[src/rtl/broadcast_ring_admission_macros.svh]
// Assertion macros for the broadcast ring admission block.
// Used by the sequencer; needs a clock and an active-low reset name.
`ifndef BROADCAST_RING_ADMISSION_MACROS_SVH
`define BROADCAST_RING_ADMISSION_MACROS_SVH

// Same-cycle implication, off during reset.
`define BRA_ASSERT_NOW(lbl, clk, rst_n, ante, cons) \
    lbl: assert property (@(posedge clk) disable iff (!rst_n) (ante) |-> (cons)) \
        else $error("bra assertion failed");

// Next-cycle implication, off during reset.
`define BRA_ASSERT_NEXT(lbl, clk, rst_n, ante, cons) \
    lbl: assert property (@(posedge clk) disable iff (!rst_n) (ante) |=> (cons)) \
        else $error("bra assertion failed");

`endif

[src/rtl/bra_pkg.sv]
// Shared types, constants and helpers of the broadcast ring admission block.
// No dependencies.
package bra_pkg;

    localparam int SLOTS   = 64;
    localparam int READERS = 8;
    localparam int SLOT_W  = $clog2(SLOTS);
    localparam int RDR_W   = $clog2(READERS);

    localparam int WORD_W   = 64;
    localparam int BYTES_W  = 16;
    localparam int RSLOT_W  = 3;
    localparam int STATUS_W = 2;
    localparam int CFG_SLOTS_W   = 7;
    localparam int CFG_READERS_W = 4;
    localparam int PADDR_W  = 6;

    localparam logic [BYTES_W-1:0] MIN_PAYLOAD_LIMIT = 16'd256;
    localparam logic [19:0]        MS_TO_TICKS       = 20'(1000 * 1000);
    localparam logic [63:0]        TMO_SAT_LIMIT     =
        64'hFFFF_FFFF_FFFF_FFFF / 64'(MS_TO_TICKS);
    localparam logic [63:0]        SEQ_ODD_STEP      = 64'd2;

    typedef enum logic [0:0] {
        FUNC_PUBLISH = 1'b0,
        FUNC_ENTRY   = 1'b1
    } t_func;

    typedef enum logic [STATUS_W-1:0] {
        ST_PUBLISHED = 2'd0,
        ST_TOO_LARGE = 2'd1,
        ST_DROPPED   = 2'd2,
        ST_ENTRY     = 2'd3
    } t_status;

    typedef enum logic [2:0] {
        REG_SLOTS       = 3'd0,
        REG_PAYLOAD_LIM = 3'd1,
        REG_READERS     = 3'd2,
        REG_DROP_OLDEST = 3'd3,
        REG_TIMEOUT     = 3'd4
    } t_reg_idx;

    typedef enum logic [0:0] {
        ALU_ADD = 1'b0,
        ALU_SUB = 1'b1
    } t_alu_op;

    typedef enum logic [4:0] {
        S_IDLE, S_ENTRY, S_SIZE, S_TMO_LO, S_TMO_HI, S_TMO_ADD, S_NEXT,
        S_SC_A, S_SC_B, S_SC_C, S_OVF, S_OVF_CMP, S_DROP_NEW, S_NEWMIN,
        S_DO_A, S_DO_B, S_DO_C, S_DO_SUM, S_SEQ_RD, S_SEQ_A, S_SEQ_B, S_RESULT
    } t_state;

    typedef struct packed {
        logic [CFG_SLOTS_W-1:0]   slots;
        logic [BYTES_W-1:0]       payload_limit;
        logic [CFG_READERS_W-1:0] readers;
        logic                     drop_oldest;
        logic [WORD_W-1:0]        stale_timeout;
    } t_cfg;

    typedef struct packed {
        logic [STATUS_W-1:0] status;
        logic [WORD_W-1:0]   message_index;
        logic [SLOT_W-1:0]   slot_number;
        logic [WORD_W-1:0]   slot_sequence;
        logic [WORD_W-1:0]   lost_now;
        logic [WORD_W-1:0]   newest_drops_total;
        logic [WORD_W-1:0]   oldest_drops_total;
        logic [WORD_W-1:0]   entry_lost_total;
    } t_result;

    function automatic logic [CFG_SLOTS_W-1:0] eff_slots(input logic [CFG_SLOTS_W-1:0] v);
        logic [CFG_SLOTS_W-1:0] r;
        r = v;
        if (v == '0) r = CFG_SLOTS_W'(1);
        else if (v > CFG_SLOTS_W'(SLOTS)) r = CFG_SLOTS_W'(SLOTS);
        return r;
    endfunction

    function automatic logic [CFG_READERS_W-1:0] eff_readers(
        input logic [CFG_READERS_W-1:0] v);
        logic [CFG_READERS_W-1:0] r;
        r = v;
        if (v == '0) r = CFG_READERS_W'(1);
        else if (v > CFG_READERS_W'(READERS)) r = CFG_READERS_W'(READERS);
        return r;
    endfunction

endpackage

[src/rtl/bra_regs.sv]
// APB-style configuration registers of the broadcast ring admission block.
// Depends on bra_pkg.
module bra_regs import bra_pkg::*; (
    input  logic               i_clk,
    input  logic               i_rst_n,
    input  logic               psel,
    input  logic               penable,
    input  logic               pwrite,
    input  logic [PADDR_W-1:0] paddr,
    input  logic [63:0]        pwdata,
    output logic [63:0]        prdata,
    output logic               pready,
    output t_cfg               o_cfg
);
    t_cfg     r_cfg;
    t_reg_idx idx;
    logic     wr;

    assign idx    = t_reg_idx'(paddr[PADDR_W-1:3]);
    assign wr     = psel && penable && pwrite;
    assign pready = 1'b1;
    assign o_cfg  = r_cfg;

    always_ff @(posedge i_clk) begin
        if (!i_rst_n) begin
            r_cfg.slots         <= CFG_SLOTS_W'(64);
            r_cfg.payload_limit <= MIN_PAYLOAD_LIMIT;
            r_cfg.readers       <= CFG_READERS_W'(8);
            r_cfg.drop_oldest   <= 1'b0;
            r_cfg.stale_timeout <= '0;
        end else if (wr) begin
            case (idx)
                REG_SLOTS:       r_cfg.slots         <= pwdata[CFG_SLOTS_W-1:0];
                REG_PAYLOAD_LIM: r_cfg.payload_limit <= pwdata[BYTES_W-1:0];
                REG_READERS:     r_cfg.readers       <= pwdata[CFG_READERS_W-1:0];
                REG_DROP_OLDEST: r_cfg.drop_oldest   <= pwdata[0];
                REG_TIMEOUT:     r_cfg.stale_timeout <= pwdata;
                default: ;
            endcase
        end
    end

    always_comb begin
        case (idx)
            REG_SLOTS:       prdata = 64'(r_cfg.slots);
            REG_PAYLOAD_LIM: prdata = 64'(r_cfg.payload_limit);
            REG_READERS:     prdata = 64'(r_cfg.readers);
            REG_DROP_OLDEST: prdata = 64'(r_cfg.drop_oldest);
            REG_TIMEOUT:     prdata = r_cfg.stale_timeout;
            default:         prdata = '0;
        endcase
    end
endmodule

[config.mk]
export PLATFORM = sky130hd
export DESIGN_NAME = bra_regs
export DESIGN_NICKNAME = d
export VERILOG_FILES = /design/src/rtl/broadcast_ring_admission_macros.svh /design/src/rtl/bra_pkg.sv /design/src/rtl/bra_regs.sv
export SDC_FILE = /design/constraint.sdc
export NUM_CORES = 1
export LEC_CHECK = 0
export BUFFER_PORTS_ARGS = -buffer_cell sky130_fd_sc_hd__buf_2
export CAP_MARGIN = 20
export CORE_MARGIN = 4
export CORE_UTILIZATION = 30
export DETAILED_ROUTE_END_ITERATION = 10
export PLACE_DENSITY = 0.59
export SYNTH_ARGS = -nofsm -noshare
export SYNTH_HDL_FRONTEND = slang
export SYNTH_SLANG_ARGS = --single-unit
[constraint.sdc]
create_clock -name i_clk -period 1.8 [get_ports i_clk]
set_clock_uncertainty 0.1 [all_clocks]
set_input_delay 0.27 -clock i_clk [delete_from_list [all_inputs] [get_ports i_clk]]
set_output_delay 0.27 -clock i_clk [all_outputs]
set_load 0.01 [all_outputs]
==> impl_metrics.tcl <==
set metrics [dict create \
    startpoint_type "input port" \
    wirelength_mm 13.0 \
    critPathMaxFanout 24 \
    critPathCaptureType "output pin" \
    synth_fa_ha_area_frac 0 \
    critPathKind "input port to output pin" \
    yosys.area_share.simple 0.243 \
    placed_cells 883 \
    worst_slack_ns 0.0593 \
    drt.antenna.violating_nets 0 \
    n_fill_cell 1387 \
    dr_total_vias 4094 \
    fin_hold_ws_ns 0.0644 \
    grt_pass1_vias 4065 \
    ctsRootBufferMaster "clkbuf_16" \
    io_buffers 227 \
    fp.dieH_um 127 \
    leakagePower_nw 2.97 \
    drc 0 \
    post-place-ws_ns -0.311 \
    dr.pass1.iters 4 \
    globalRouteOverflowTotal 0 \
    critPathMaxStageDelay_ns 0.23 \
    coreArea_mm2 0.0139 \
    synth_area_leader_cell "dfxtp_1" \
    diodes 0 \
    cp.buffers_inverters 5 \
    die_area_mm2 0.0162 \
    grt_usage 0.157 \
    antenna_found_initial 0 \
    cts_tree "built" \
    final_max_slew_viol_count 0 \
    synth_top_cells_by_area "dfxtp_1, mux2i_1, nand2_1, and2_1, clkbuf_1" \
    dp_hpwl_mm 9.74 \
    fmax_mhz 574 \
    cp-startpoint "paddr[5]" \
    max_cap_violations 0 \
    die_w_um 127 \
    grt_pass1_wl_mm 20.4 \
    gp_congestion 0.793 \
    syn_area_per_cell_um2 8.80 \
    finalCritPeriodShare 0.967 \
    cts_sinks 92 \
    cts_buffer_depth 2 \
    hp-start "pwdata[31]" \
    htree_levels 3 \
    final.min_clock_period_ns 1.74 \
    crit_chain "buf_2 -> buf_6 -> nor3b_4 -> buf_6 -> clkbuf_16 -> and2_1 -> buf_2" \
    io-pin-count 232 \
    synth.distinct_cells 27 \
    synth_ff_type "dfxtp_1" \
    worst_path_max_delay_cell "nor3b_4" \
    routedWlPerCell_um 14.5 \
    syn2layout_area_growth_pct 43.1 \
    largest_reg_flops 92 \
    ir_drop_v 0.000354 \
    final_util 0.439 \
    hold_path.class "input port to register" \
    ys_seq_area_frac 0.431 \
    nets 791 \
    synth_top_family_by_area "simple AND/OR/NAND/NOR gates" \
    post-synth-top-count-cell "nand2_1" \
    synth_commonest_cells "nand2_1, mux2i_1, dfxtp_1" \
    cts_buffers 9 \
    crit_arrival_ns 1.37 \
    drt-vias-per-instance 4.54 \
    outcome "finished clean" \
    finalSetupViolCount 0 \
    holdBufCountCts 0 \
    synth_top_area_share 0.431 \
    grt_start_max_net_pins 55 \
    start_util 0.306 \
    synth.area.mux_share 0.227 \
    syn_nets 560 \
    cp_top_family "buffers and inverters" \
    drive_above_1_share 0.386 \
    clk_latency_ns 0.34 \
    yosysWarningCount 0 \
    synth.cell_area_mm2 0.00427 \
    yosys_register_bits 92 \
    fp-row-count 43 \
    synth_edf_count 0 \
    layoutNonFillerInstCount 901 \
    required_ns 1.43 \
    async_reset_ff_frac 0 \
    hold_viol 0 \
    cts.clk_slew.worst_paths_ns 0.07 \
    synth-compound-area-share 0.0469 \
    synth-xor-area-share 0 \
    placed_area_mm2 0.00571 \
    drt_iter0_markers 120 \
    power_density_mw_per_mm2 750 \
    final_area_mm2 0.00611 \
    r2r_start "o_cfg[68]" \
    syn_inst 485 \
]
## through the flow
step	power, mW	setup TNS, ns
global route	4.77	-0.0243
detailed placement	2.46	-3.60
CTS	4.65	0
global placement	2.45	-2.86
finish	4.58	0
floorplan	2.28	0
## final timing paths
| check | slack, ns | depth (start not counted) | end |
|---|---|---|---|
| setup / recovery | 0.06 | 7 | prdata[47] |
| hold reg to reg | 0.37 | 2 | o_cfg[69] |
| hold / removal | 0.06 | 3 | o_cfg[31] |
| setup reg to reg | 1.02 | 2 | o_cfg[68] |
## layout make-up
class                      count  area [um2]  share of cell area
timing repair buffer         258        1460               0.239
tap                          180         225              0.0368
clock inverter                 6         111              0.0182
multi-input combinational    353        2230               0.366
clock buffer                  10         229              0.0375
inverter                       2        7.51             0.00123
sequential                    92        1840               0.301
## power by group
group / total [mW] / leakage (nW) / internal (mW) / switching [mW]
Clock: 2.16 / 0.163 / 1.36 / 0.800
Combinational: 0.361 / 2.06 / 0.162 / 0.200
Sequential: 2.06 / 0.742 / 2.05 / 0.0122
## cells in the final DEF, fill, tap and decap left out, types with 2 or more instances in the layout
cell / count
a22oi_1: 9
a2bb2oi_1: 6
and2_1: 48
buf_12: 5
buf_2: 226
buf_4: 23
buf_6: 3
bufinv_16: 3
clkbuf_16: 10
dfxtp_1: 92
inv_1: 2
mux2i_1: 97
nand2_1: 155
nor2_1: 13
nor2b_1: 4
o211ai_1: 2
o21ai_0: 5
o31ai_1: 2
## worst reg2reg max path, delay by kind of cell, from the launching register on
family / cells / cell delay [ns]
AO/OA/AOI/OAI: 2 / 0.20
flip-flops: 1 / 0.34
## what timing repair did
item | in CTS | in global routing
setup buffers | 0 | 1
gates cloned | 0 | 1
endpoints found under the setup margin | 13 | 57
resized for setup | 1 | 5
## per-layer routing
layer / vias to the layer above / GRT usage / part of all wire / wire [um]
li1: 2048 / - / - / -
met1: 1883 / 0.189 / 0.42 / 5540
met2: 149 / 0.268 / 0.49 / 6400
met3: 14 / 0.0401 / 0.069 / 899
met4: 0 / 0.0618 / 0.016 / 205
met5: - / 0 / 0 / 0
## logic make-up after synthesis
kind of cell,after synthesis
AOI/OAI and AO/OA,27
buffers and inverters,40
DFF,92
muxes,97
other,1
and+or+nand+nor,228
Power figures use the tool's default switching activity.
